<file path="src/rtl/pdcd_divider.sv">
`timescale 1ns / 1ps

module pdcd_divider #(
  parameter int NUM_W = 41,
  parameter int DEN_W = 17
) (
  input  logic             clk,
  input  logic             rst_n,
  input  logic             start,
  input  logic [NUM_W-1:0] num,
  input  logic [DEN_W-1:0] den,
  output logic             done,
  output logic [NUM_W-1:0] quot
);

  localparam int DC_W = $clog2(NUM_W + 1);

  logic             busy_r, busy_nxt;
  logic             done_r, done_nxt;
  logic [DC_W-1:0]  cnt_r, cnt_nxt;
  logic [NUM_W-1:0] quo_r, quo_nxt;
  logic [DEN_W-1:0] rem_r, rem_nxt;
  logic [DEN_W-1:0] den_r, den_nxt;
  logic [DEN_W:0]   trial;
  logic [DEN_W:0]   diff;

  // Restoring division: one quotient bit per cycle, numerator bits shift
  // out of the top of quo_r while quotient bits shift in at the bottom.
  always_comb begin
    busy_nxt = busy_r;
    done_nxt = 1'b0;
    cnt_nxt  = cnt_r;
    quo_nxt  = quo_r;
    rem_nxt  = rem_r;
    den_nxt  = den_r;
    trial    = {rem_r, quo_r[NUM_W-1]};
    diff     = trial - {1'b0, den_r};
    if (start) begin
      busy_nxt = 1'b1;
      cnt_nxt  = DC_W'(NUM_W);
      quo_nxt  = num;
      rem_nxt  = '0;
      den_nxt  = den;
    end else if (busy_r) begin
      if (trial >= {1'b0, den_r}) begin
        rem_nxt = diff[DEN_W-1:0];
        quo_nxt = {quo_r[NUM_W-2:0], 1'b1};
      end else begin
        rem_nxt = trial[DEN_W-1:0];
        quo_nxt = {quo_r[NUM_W-2:0], 1'b0};
      end
      cnt_nxt = cnt_r - DC_W'(1);
      if (cnt_r == DC_W'(1)) begin
        busy_nxt = 1'b0;
        done_nxt = 1'b1;
      end
    end
  end

  always_ff @(posedge clk) begin
    if (!rst_n) begin
      busy_r <= 1'b0;
      done_r <= 1'b0;
    end else begin
      busy_r <= busy_nxt;
      done_r <= done_nxt;
    end
  end

  always_ff @(posedge clk) begin
    cnt_r <= cnt_nxt;
    quo_r <= quo_nxt;
    rem_r <= rem_nxt;
    den_r <= den_nxt;
  end

  assign done = done_r;
  assign quot = quo_r;

endmodule

</file>
<file path="config.mk">
export PLATFORM = sky130hd
export DESIGN_NAME = pdcd_divider
export DESIGN_NICKNAME = d
export VERILOG_FILES = /design/src/rtl/pdcd_divider.sv
export SDC_FILE = /design/constraint.sdc
export NUM_CORES = 1
export LEC_CHECK = 0
export BUFFER_PORTS_ARGS = -buffer_cell sky130_fd_sc_hd__buf_2
export CAP_MARGIN = 5
export CORE_MARGIN = 1.5
export CORE_UTILIZATION = 35
export DETAILED_ROUTE_END_ITERATION = 7
export GPL_TIMING_DRIVEN = 0
export PLACE_DENSITY = 0.53
export SLEW_MARGIN = 0
export SYNTH_ARGS = -nofsm -noshare
export SYNTH_HDL_FRONTEND = slang
export SYNTH_SLANG_ARGS = --single-unit
</file>
<file path="constraint.sdc">
create_clock -name clk -period 4.6 [get_ports clk]
set_clock_uncertainty 0.2 [all_clocks]
set_input_delay 1.38 -clock clk [delete_from_list [all_inputs] [get_ports clk]]
set_output_delay 1.38 -clock clk [all_outputs]
set_load 0.1 [all_outputs]
</file>
Word level (Yosys, flattened, before mapping)
Index checks and enable logic that the tools add are counted.

cells by class
  add/subtract/negate cells = 2
  $lt $le $gt $ge = 1
  eq/ne operators = 1
  muxes and demuxes = 8
  bitwise logic cells = 2
  reduce and logical (&&, ||, !) cells = 2

operator list
  kind                   number
  $mux W41               2
  $ge A18 B17 Y1         1
  $mux W17               1
  $sub A17 B17 Y17       1
  $eq A6 B1 Y1 const B   1
  $sub A6 B1 Y6 const B  1
  $mux W1                5
  $reduce_or A3 Y1       1
  $not A1 Y1             2
  $reduce_bool A2 Y1     1

storage, ports and cells
  bits in registers = 83
  bits of input ports = 61

Logic depth before layout (Yosys ltp)
  depth in word-level cells = 4
  depth in mapped cells = 11

Least setup slack after synthesis
No wires, ideal clock.

  path kind = register to register
  start point = reg quo_r[40], in the netlist quot[40]
  end point = reg quo_r[0], in the netlist quot[0] (data pin)
  arrival = 2.827 ns
  setup slack = 1.313 ns
  stages on the path, launching flop included = 11
  cells stage by stage = edfxtp_1 inv_1 ha_1 inv_1 fa_1 a21o_1 a221oi_4 a2111o_1 o211ai_2 buf_6 mux2_2

on the way
  longest elaborated chain between the ends = 4

RTL lines
  what                    RTL line  RTL
  from (decl)             21        logic [NUM_W-1:0] quo_r, quo_nxt;
  from (signal assigned)  72        quo_r <= quo_nxt;
  $ge A18 B17 Y1          45        if (trial >= {1'b0, den_r}) begin
  $mux W1                 45
  $mux W41                44        end else if (busy_r) begin
  $mux W41                38        if (start) begin
  named net quo_nxt[0]    21

The timed path passes the listed nets, and every way through them passes these cells. The select of a mux whose other input is x is not followed.
A chain may end at the register's enable or synchronous reset.

Final worst setup path
  start point = in start
  end point = reg quo_r[36], in the netlist quot[36], enable pin

on the way
  longest elaborated chain between the ends = 1

RTL lines
  what                          RTL line  RTL
  from (decl)                   9         input logic start,
  $reduce_bool A2 Y1 (no line)  -

No other way between the ends.

==> metrics.txt <==
status finished, final reports clean; Iter 0 DRT Violations 153; Core ar. 12000 µm²; vias in the first global route 3311; cell taking the most area after synthesis edfxtp_1; cts hold-fix bufs 0; drt first pass iters 4; Final Hold Fails 0; H-tree levels 3; Leakage around 0.0022 µW; post-synthesis instance area 4310 µm²; initial antenna violation count 0; nets 558; Critical Path Start Type input pin; Via Count approximately 3200; met2 Usage GRT 0.257; Setup Viol. Count Final 0; clock sinks 83; CTS root buffer clkbuf_16; Clk Latency, worst-skew pair 0.34 ns; Net Count, Synth about 450; critical path, cell by cell buf_2 -> buf_6 -> nor2_1 -> clkbuf_1 -> inv_2; Worst Path Required 4.35 ns; min Tclk post-route between 3 and 4 ns; GRT Util Overall 0.163; fraction of registers with async set/reset 0; R2R depth 11; reg2reg setup slack 1.37 ns; DP Wirelength 7.22 mm; RePlAce Congestion 0.809; post-synth top area share 0.404; hold worst-path end rem_r[3]; Worst R2R End rem_r[12]; DP Worst Slack around 0.73 ns; Max Clk Rate between 0.2 and 0.3 GHz; Initial Utilization 0.359; final period utilization 0.754; total grt overflow 0; WL/cell between 15 and 20 µm; dpl cells 613; Final Max Tran Viols 0; MaxCap Viol Count 0; critical path arrival 3.22 ns; Hold Crit Depth 2; share of cells above drive strength 1 0.357; synth unique cells 46; grt met1 use 0.207; main area contributors after synthesis edfxtp_1, dfxtp_1, mux2_2; Avg Cell Area, Syn 11.8 µm²; Pwr Density between 400 and 500 nW/µm²; sequential area share after synthesis 0.520; TritonCTS clock tree yes; final worst setup slack between 1 and 1.5 ns; final cell count without fillers 629; # Post-CTS Setup Buffers 0; Std-Cell Rows 40; GRT met3 Usage 0.0521; area delta synth->final 22.7%; clock buffer count from CTS 9; synth warn 0; final setup TNS 0 ns; vias per inst ~5; Synth top cells by count edfxtp_1, mux2_2, dfxtp_1, inv_1; Post-Synthesis Cells 364; count leader, synth edfxtp_1; Residual DRC 0; worst min path class register to register; Peak VDD IR just under 0.3 mV; Crit-path slowest cell clkbuf_1; DIE HEIGHT roughly 110 µm; drt total wl 9.97 mm; io pins ~100; buffer levels on the longest clock path 2; WS Path Type input pin to register; Hold Crit Start rem_r[3]; Worst-path clk slew 0.06 ns; Die Area 13000 µm²; Post-synth EDFFs 58; max incr delay on CP 0.52 ns; RR Startpoint quot[40]; largest net degree at the start of global routing 42; antenna fix cells 0; die width 114 µm; global-route wire length before repair 16.4 mm; unrepaired setup endpoints after global routing no; prevailing post-synth register cell edfxtp_1; Post-CTS Resized 0; max_slew headroom 0.408; Max FO, Critical Path 41; Slew @ Worst Pin 0.887 ns; antenna-violating nets left 0; Port-buffer cells 102; #FFs+latches synth 83; CP Capture Type register; GR peak layer met2
==> metal layers <==
metal  share of wire  routed length, µm
met4           0.025                246
met1            0.45               4470
met5               0                  0
met3           0.069                687
met2            0.46               4570
==> critical path: cells and delay by family <==
family	cells	cell delay, ns
and+or+nand+nor	1	0.28
buffers and inverters	4	1.51
==> layout make-up <==
| cell class | instances | area (µm²) |
|---|---|---|
| Buffer | 18 | 119 |
| Inverter | 24 | 90.1 |
| Clock inverter | 6 | 56.3 |
| Clock buffer | 10 | 229 |
| Multi-Input combinational cell | 239 | 1860 |
| Timing Repair Buffer | 102 | 510 |
| Tap cell | 147 | 184 |
| Sequential cell | 83 | 2240 |
| Fill cell | 1167 | 6720 |
==> placed cells by master (no fill, tap or decap), types with 3 or more instances in the layout <==
cell type | Yosys | final
buf_2 | 1 | 103
o31ai_1 | 3 | 3
a21oi_1 | 16 | 16
o21ai_0 | 16 | 16
nand3_1 | 10 | 10
edfxtp_1 | 58 | 58
a21o_1 | 6 | 6
nand4_1 | 5 | 5
dfxtp_1 | 25 | 25
xor2_1 | 5 | 5
xnor2_1 | 10 | 10
nand3b_1 | 3 | 3
nor3_1 | 7 | 7
nand2b_1 | 7 | 7
mux2_2 | 42 | 42
ha_1 | 19 | 19
buf_6 | 5 | 5
clkinv_2 | 0 | 3
nor2_1 | 19 | 19
o211ai_1 | 4 | 4
clkbuf_16 | 0 | 9
inv_1 | 24 | 23
o21a_1 | 3 | 3
mux2i_1 | 7 | 7
a32oi_1 | 7 | 7
a211oi_1 | 8 | 8
nand2_1 | 19 | 19
clkbuf_1 | 8 | 9
==> power breakdown <==
part / switching, µW / internal [µW] / total (µW) / leakage, µW
logic: 419 / 142 / 561 / 0.00124
registers: 30.2 / 871 / 901 / 0.000783
clock network: 289 / 416 / 705 / 0.000140
total: 738 / 1430 / 2170 / 0.00216
==> registers in the layout (all words and copies together), names as in the netlist <==
register,count
den_r,17
quot,41
busy_r,1
cnt_r,6
rem_r,17
done,1
==> metrics by stage <==
stage / hold WS (ns) / util / total power, µW / area (µm²)
2_1_floorplan: 0.250 / - / 1370 / 4310
3_3_place_gp: 0.280 / 0.417 / 1470 / 5010
3_5_place_dp: 0.285 / 0.417 / 1480 / 5010
4_1_cts: 0.295 / 0.441 / 2190 / 5290
5_1_grt: 0.326 / 0.441 / 2260 / 5290
6_report: 0.287 / 0.441 / 2170 / 5290
==> worst max path at each step <==
stage / slack [ns] / from / endpoint
after floorplan: 1.31 / quot[40] / quot[0]
after global placement: 0.29 / start / quot[37]
after detailed placement: 0.73 / start / quot[37]
after CTS: 1.10 / start / quot[0]
after global routing: 0.91 / start / quot[14]
final: 1.13 / start / quot[36]
==> cells by family after synthesis <==
kind of cell,count (synthesis),share of synthesized area
and+or+nand+nor,80,0.0934
muxes,49,0.126
DFF,83,0.520
adders and majority gates,20,0.0598
xor gates and xnor gates,15,0.0305
buffers and inverters,42,0.0484
AOI/OAI and AO/OA,75,0.122
(Power assumes the default switching activity.)
