--- src/rtl/pdcd_pkg.sv ---
`timescale 1ns / 1ps

package pdcd_pkg;

  // Fixed field widths of the block.
  localparam int FRAC_BITS  = 16;
  localparam int Q16_HALF   = 32768;
  localparam int BASE_W     = 33;
  localparam int SPP_W      = 32;
  localparam int GAIN_W     = 32;
  localparam int HEIGHT_W   = 10;
  localparam int ROW_W      = HEIGHT_W + 1;
  localparam int COL_W      = 10;
  localparam int CFG_IDX_W  = 2;
  localparam int CFG_DATA_W = BASE_W;

  // Signed Q28.16 sample positions (45 bits) and their rounded integer parts.
  localparam int PROD_XW = COL_W + SPP_W;
  localparam int POS_W   = PROD_XW + 3;
  localparam int RND_W   = POS_W - FRAC_BITS + 1;

  // Register reset values.
  localparam logic signed [BASE_W-1:0] RST_BASE   = '0;
  localparam logic [SPP_W-1:0]         RST_SPP    = SPP_W'(65536);
  localparam logic [GAIN_W-1:0]        RST_GAIN   = GAIN_W'(65536);
  localparam logic [HEIGHT_W-1:0]      RST_HEIGHT = HEIGHT_W'(217);

  localparam logic FUNC_STORE  = 1'b0;
  localparam logic FUNC_COLUMN = 1'b1;

  typedef enum logic [CFG_IDX_W-1:0] {
    CFG_BASE,
    CFG_SPP,
    CFG_GAIN,
    CFG_HEIGHT
  } cfg_idx_t;

  typedef enum logic [1:0] {
    ROW_MEAN,
    ROW_TOP,
    ROW_BOTTOM
  } row_sel_t;

  // Tag that travels with a value through the row mapper.
  typedef struct packed {
    logic     vld;
    row_sel_t sel;
  } row_tag_t;

  typedef enum logic [3:0] {
    ST_IDLE,
    ST_MUL,
    ST_POS,
    ST_RND,
    ST_END,
    ST_LIM,
    ST_SCAN,
    ST_DIV,
    ST_ROW
  } state_t;

endpackage

--- src/rtl/pdcd_row_map.sv ---
`timescale 1ns / 1ps

module pdcd_row_map
  import pdcd_pkg::*;
#(
  parameter int VAL_W = 24
) (
  input  logic                    clk,
  input  logic                    rst_n,
  input  row_tag_t                in_tag,
  input  logic signed [VAL_W-1:0] in_value,
  input  logic [GAIN_W-1:0]       gain,
  input  logic [HEIGHT_W-1:0]     height,
  output row_tag_t                out_tag,
  output logic [ROW_W-1:0]        out_row
);

  localparam int PROD_W = VAL_W + GAIN_W + 1;
  localparam int Y_W    = PROD_W - FRAC_BITS;

  row_tag_t                  tag1_r, tag1_nxt;
  row_tag_t                  tag2_r, tag2_nxt;
  logic signed [PROD_W-1:0]  prod_r, prod_nxt;
  logic [ROW_W-1:0]          row_r, row_nxt;
  logic signed [PROD_W-1:0]  prod_sh;
  logic signed [Y_W-1:0]     y;
  logic signed [Y_W-1:0]     h_s;
  logic signed [ROW_W:0]     y_cl;
  logic [ROW_W:0]            row_full;

  always_comb begin
    tag1_nxt = in_tag;
    tag2_nxt = tag1_r;
    prod_nxt = in_value * $signed({1'b0, gain});

    // An arithmetic shift is the floor of the Q16 product.
    prod_sh = prod_r >>> FRAC_BITS;
    y       = prod_sh[Y_W-1:0];
    h_s     = $signed({{(Y_W-HEIGHT_W){1'b0}}, height});
    if (y[Y_W-1]) begin
      y_cl = -(ROW_W+1)'(1);
    end else if (y > h_s) begin
      y_cl = $signed({2'b00, height}) + (ROW_W+1)'(1);
    end else begin
      y_cl = y[ROW_W:0];
    end
    // Rows count downward from the top of the plot.
    row_full = {2'b00, height} - (ROW_W+1)'(1) - y_cl;
    row_nxt  = row_full[ROW_W-1:0];
  end

  always_ff @(posedge clk) begin
    if (!rst_n) begin
      tag1_r <= '0;
      tag2_r <= '0;
    end else begin
      tag1_r <= tag1_nxt;
      tag2_r <= tag2_nxt;
    end
  end

  always_ff @(posedge clk) begin
    prod_r <= prod_nxt;
    row_r  <= row_nxt;
  end

  assign out_tag = tag2_r;
  assign out_row = row_r;

endmodule

--- config.mk ---
export PLATFORM = sky130hd
export DESIGN_NAME = pdcd_row_map
export DESIGN_NICKNAME = d
export VERILOG_FILES = /design/src/rtl/pdcd_pkg.sv /design/src/rtl/pdcd_row_map.sv
export SDC_FILE = /design/constraint.sdc
export NUM_CORES = 2
export LEC_CHECK = 0
export BUFFER_PORTS_ARGS = -buffer_cell sky130_fd_sc_hd__buf_2
export CORE_ASPECT_RATIO = 1.2
export CORE_MARGIN = 3
export CORE_UTILIZATION = 25
export DETAILED_ROUTE_END_ITERATION = 7
export PLACE_DENSITY = 0.42
export SETUP_SLACK_MARGIN = 0.02
export SLEW_MARGIN = 20
export SYNTH_ARGS = -nofsm -noshare
export SYNTH_HDL_FRONTEND = slang
export SYNTH_SLANG_ARGS = --single-unit
--- constraint.sdc ---
create_clock -name clk -period 5.8 [get_ports clk]
set_input_delay 0 -clock clk [delete_from_list [all_inputs] [get_ports clk]]
set_output_delay 0 -clock clk [all_outputs]
set_load 0.01 [all_outputs]
After elaboration in Yosys (flattened, before gate mapping)
Index checks and enable logic that the tools add are counted.
{"block": "totals", "in_bits": 71, "regBits": 74, "out_inout_bits": 14, "elab_cells": 13}
{"block": "op_classes", "n_mul": 1, "add_sub_neg": 3, "order_cmp": 1, "muxes": 2}
{"operator": "$mul 24x33->57", "count": 1}
{"operator": "$gt 41x11->1", "count": 1}
{"operator": "$mux 11", "count": 2}
{"operator": "$add 10x1->11 const B", "count": 1}
{"operator": "$sub 10x1->11 const B", "count": 1}
{"operator": "$sub 11x11->11", "count": 1}

Depth between registers and ports, before layout
{"block": "logic_depth", "depth_word": 4, "ltp_mapped": 26, "ltp_nobuf": 25}

Worst setup path after synthesis
Ideal clock, no wire load.
{"block": "synth_path", "path_kind": "input -> register", "startpoint": "input in_value[9]", "endpoint": "register prod_r[53]", "setup_time_ns": 0.072, "t_required_ns": 5.728, "t_arrival_ns": 6.043, "stages": 25, "slack_ns": -0.315, "cell_sequence": "clkbuf_1 > nand2_1 > fa_1 > fa_1 > inv_1 > fa_1 > inv_1 > fa_1 > inv_1 > fa_1 > fa_1 > inv_1 > fa_1 > inv_1 > ha_1 > buf_6 > and3_4 > and2_4 > a211oi_4 > o311ai_2 > a31oi_2 > o21ai_2 > a41o_4 > a31oi_4 > xnor2_1"}
{"block": "synth_via", "elab_chain_len": 1}
{"item": "start, declared", "line": "pdcd_row_map.sv:11", "text": "input logic signed [VAL_W-1:0] in_value,"}
{"item": "$mul 24x33->57", "line": "pdcd_row_map.sv:34", "text": "prod_nxt = in_value * $signed({1'b0, gain});"}
{"item": "named net prod_nxt[53]", "line": "pdcd_row_map.sv:23", "text": "logic signed [PROD_W-1:0] prod_r, prod_nxt;"}
{"item": "end signal, assigned", "line": "pdcd_row_map.sv:63", "text": "prod_r <= prod_nxt;"}
{"item": "end, declared", "line": "pdcd_row_map.sv:23"}
The timed path passes the listed nets, and every way through them passes these cells.
A chain may end at the register's enable or synchronous reset.

Worst setup path after layout
{"block": "layout_path", "startpoint": "input in_value[7]", "endpoint": "register prod_r[54]"}
Same word-level chain as after synthesis.

==> impl_metrics.yaml <==
run_status:
  status: "finished with violations"
  violations: "negative setup slack"
place:
  gp_congestion: 0.804
  detailed_place_hpwl_um: 70500
  dp_slack_ps: -871
  placed_cell_area_um2: 31600
  dp.cells: 4667
  port_buffers: 84
global_routing:
  grtUsageTotal: 0.145
  grt_max_degree: 26
  grt_pass1_vias: 23100
  grt_pass1_wl_um: 129000
  grt.overflow.total: 0
  antenna_found_initial: 4
timing:
  setup_viol: 4
  fmaxAchievable_mhz: 170
  skew_ps: 10.1
  maxSlewViolCount: 0
  rsz0062_at_grt: "yes"
  finalSetupTns_ps: -141
  finalCritPeriodShare: 1.01
  min_period_ps: 5870
  worst-slew-pin-transition_ps: 782
  hold_viol_final: 0
  slew_headroom: 0.474
  finalWorstSetupSlack_ps: -65.3
routing:
  via_per_inst: 4.29
  drc: 0
  wl_um: 81000
  wire_per_inst_um: 17.0
  drtPass1Iterations: 4
  vias: 20400
  drt_iter0_drc: 611
  final_antenna_net_count: 0
min_path:
  min_to: "out_row[0]"
  holdPathStages: 2
  min_path_type: "in -> reg"
  hold_start: "height[0]"
floorplan:
  ios: 85
  die_area_um2: 113000
  fp.dieH_um: 367
  core_area_um2: 107000
  die_width_um: 307
  start_util: 0.254
  row_count: 131
yosys:
  yosysTopAreaCell: "fa_1"
  syn_avg_cell_area_um2: 9.03
  syn_inst: 3012
  synth_flop_cell: "dfxtp_1"
  synth_warnings: 0
  synth_cell_types: 67
  synth-seq-cells: 58
  synth_edf_count: 0
  syn_nets: 3976
  yosysTopAreaCellShare: 0.484
  ys_top_cells_by_area: "fa_1 48%, ha_1 11%, inv_1 9.6%, and2_1 8.5%, nand2_1 5.9%"
  synthArstFlopShare: 0
  yosysSeqAreaShare: 0.0427
  synth_area_um2: 27200
layout:
  ff_latch_area_um2: 1160
  area_delta_synth_final_pct: 26.2
  layout_common_cells: "665 x inv_1, 620 x fa_1, 413 x nand2_1, 324 x and2_1, 306 x buf_4"
  final_nets: 4316
  drive_gt1_frac: 0.221
  finalInstanceArea_um2: 34300
  fill_cells: 11300
  final-instance-count-excl-fill: 4755
  final_common_cell: "inv_1"
  multiInputGateArea_um2: 23900
critical_path:
  cp_common_cell: "fa_1"
  slowest_stage: "fa_1"
  crit_family: "adder cells"
  cp-end-kind: "register"
  critPathMaxFanout: 5
  crit_buf_inv: 6
  crit_path_start_kind: "input pin"
  required_ps: 6020
  worstPathArrival_ps: 6090
  worstPathCellList: "buf_12 -> buf_12 -> and2_4 -> fa_1 -> fa_1 -> inv_2 -> fa_1 -> inv_2 -> fa_1 -> ha_4 -> fa_1 -> inv_2 -> fa_1 -> inv_2 -> ha_4 -> o211ai_1 -> o21ai_2 -> nand4_1 -> o21ai_4 -> a22oi_2 -> a211oi_4 -> o21bai_1 -> a41o_1 -> a211o_1"
  critPathKind: "in -> reg"
  worst-path-stages: 24
  critPathMaxStageDelay_ps: 600
  r2r_slack_ps: 1760
  r2r_start: "prod_r[23]"
  ff2ff_path_depth: 22
  r2r-end: "out_row[10]"
clock_tree:
  clk_pin_slew_worst_paths_ps: 60
  cts_buffers: 9
  worstSkewPairLatency_ps: 340
  clock-root-buffer: "clkbuf_16"
  cts_tree: "built"
  ctsHtreeMaxLevel: 3
  clockBufferDepth: 2
  cts.sinks: 58
run:
  maxCapViolations: 0
-- worst reg2reg max path, stage by stage, from the launching register on --
cell      delay (ps)
dfxtp_1          330
ha_1             290
and4_1           190
nand2_1           70
nor3_1           190
nor2_1            60
o21ai_0          230
nand4_1          130
buf_4            240
mux2i_1          130
nor2_1           130
ha_1             180
inv_1             60
fa_1             430
nor2b_1          130
o21ai_0          100
a21boi_0         250
o21ai_0          110
nand2b_1         110
a21o_1           120
a21oi_1           90
o21ai_0          210
xor2_1           180
-- Yosys cell counts, drive strengths merged, types with 9 or more instances --
| cell | n |
|---|---|
| inv | 696 |
| fa | 658 |
| nand2 | 427 |
| and2 | 369 |
| ha | 235 |
| clkbuf | 148 |
| a21oi | 69 |
| dfxtp | 58 |
| nor2 | 42 |
| xnor2 | 40 |
| o21ai | 38 |
| nor2b | 25 |
| a21o | 24 |
| nand2b | 24 |
| nand4 | 18 |
| xor2 | 17 |
| nor4 | 12 |
| nor3 | 11 |
| o21bai | 11 |
| a211oi | 10 |
| nand3 | 9 |
-- how the worst max path moves through the flow --
stage,start,slack [ps],to
3_3_place_gp,in_value[16],-800,prod_r[54]
5_1_grt,in_value[13],-260,prod_r[54]
2_1_floorplan,in_value[12],-90,prod_r[53]
3_5_place_dp,in_value[3],-870,prod_r[54]
6_report,in_value[7],-70,prod_r[54]
4_1_cts,in_value[7],-110,prod_r[48]
-- cell type report --
type                            instances  share of cell area
Multi-Input combinational cell       2105               0.697
Timing Repair Buffer                  482               0.133
Inverter                              696              0.0761
Tap cell                             1396              0.0509
Sequential cell                        58              0.0338
Clock buffer                            9             0.00656
Clock inverter                          7             0.00299
Antenna cell                            2            0.000146
-- kinds of logic after synthesis --
family	Yosys count	synth area share
and+or+nand+nor	956	0.177
DFF	58	0.0427
xor gates and xnor gates	57	0.0184
muxes	10	0.00400
adders and majority gates	893	0.593
buffers and inverters	849	0.118
AOI/OAI and AO/OA	189	0.0472
-- repair_timing --
action / CTS / global route
resized for setup: 216 / 236
setup buffers: 29 / 31
gates cloned: 1 / 8
endpoints found under the hold margin: 6 / 0
setup endpoints to repair: 24 / 22
hold buffers: 7 / 0
pin swaps: 86 / 126
-- sequential cells by signal, indices dropped and copies added, names as in the netlist --
signal,flops
prod_r,41
out_row,11
out_tag,3
tag1_r,3
-- metal layers --
layer / global-route usage / vias to the layer above / routed length [um]
met3: 0.00825 / 36 / 1390
met2: 0.287 / 182 / 45400
li1: - / 9497 / -
met1: 0.175 / 10700 / 33600
met4: 0.0145 / 0 / 664
met5: 0 / - / 0
-- per-stage QoR --
stage / utilization / hold WS [ps]
2_1_floorplan: - / 122
3_3_place_gp: 0.295 / 202
3_5_place_dp: 0.295 / 206
4_1_cts: 0.309 / 5.97
5_1_grt: 0.321 / 21.2
6_report: 0.321 / 12.2
Power is not shown: default switching activity piles up to over one toggle a cycle in this logic, so the estimate is an artifact.
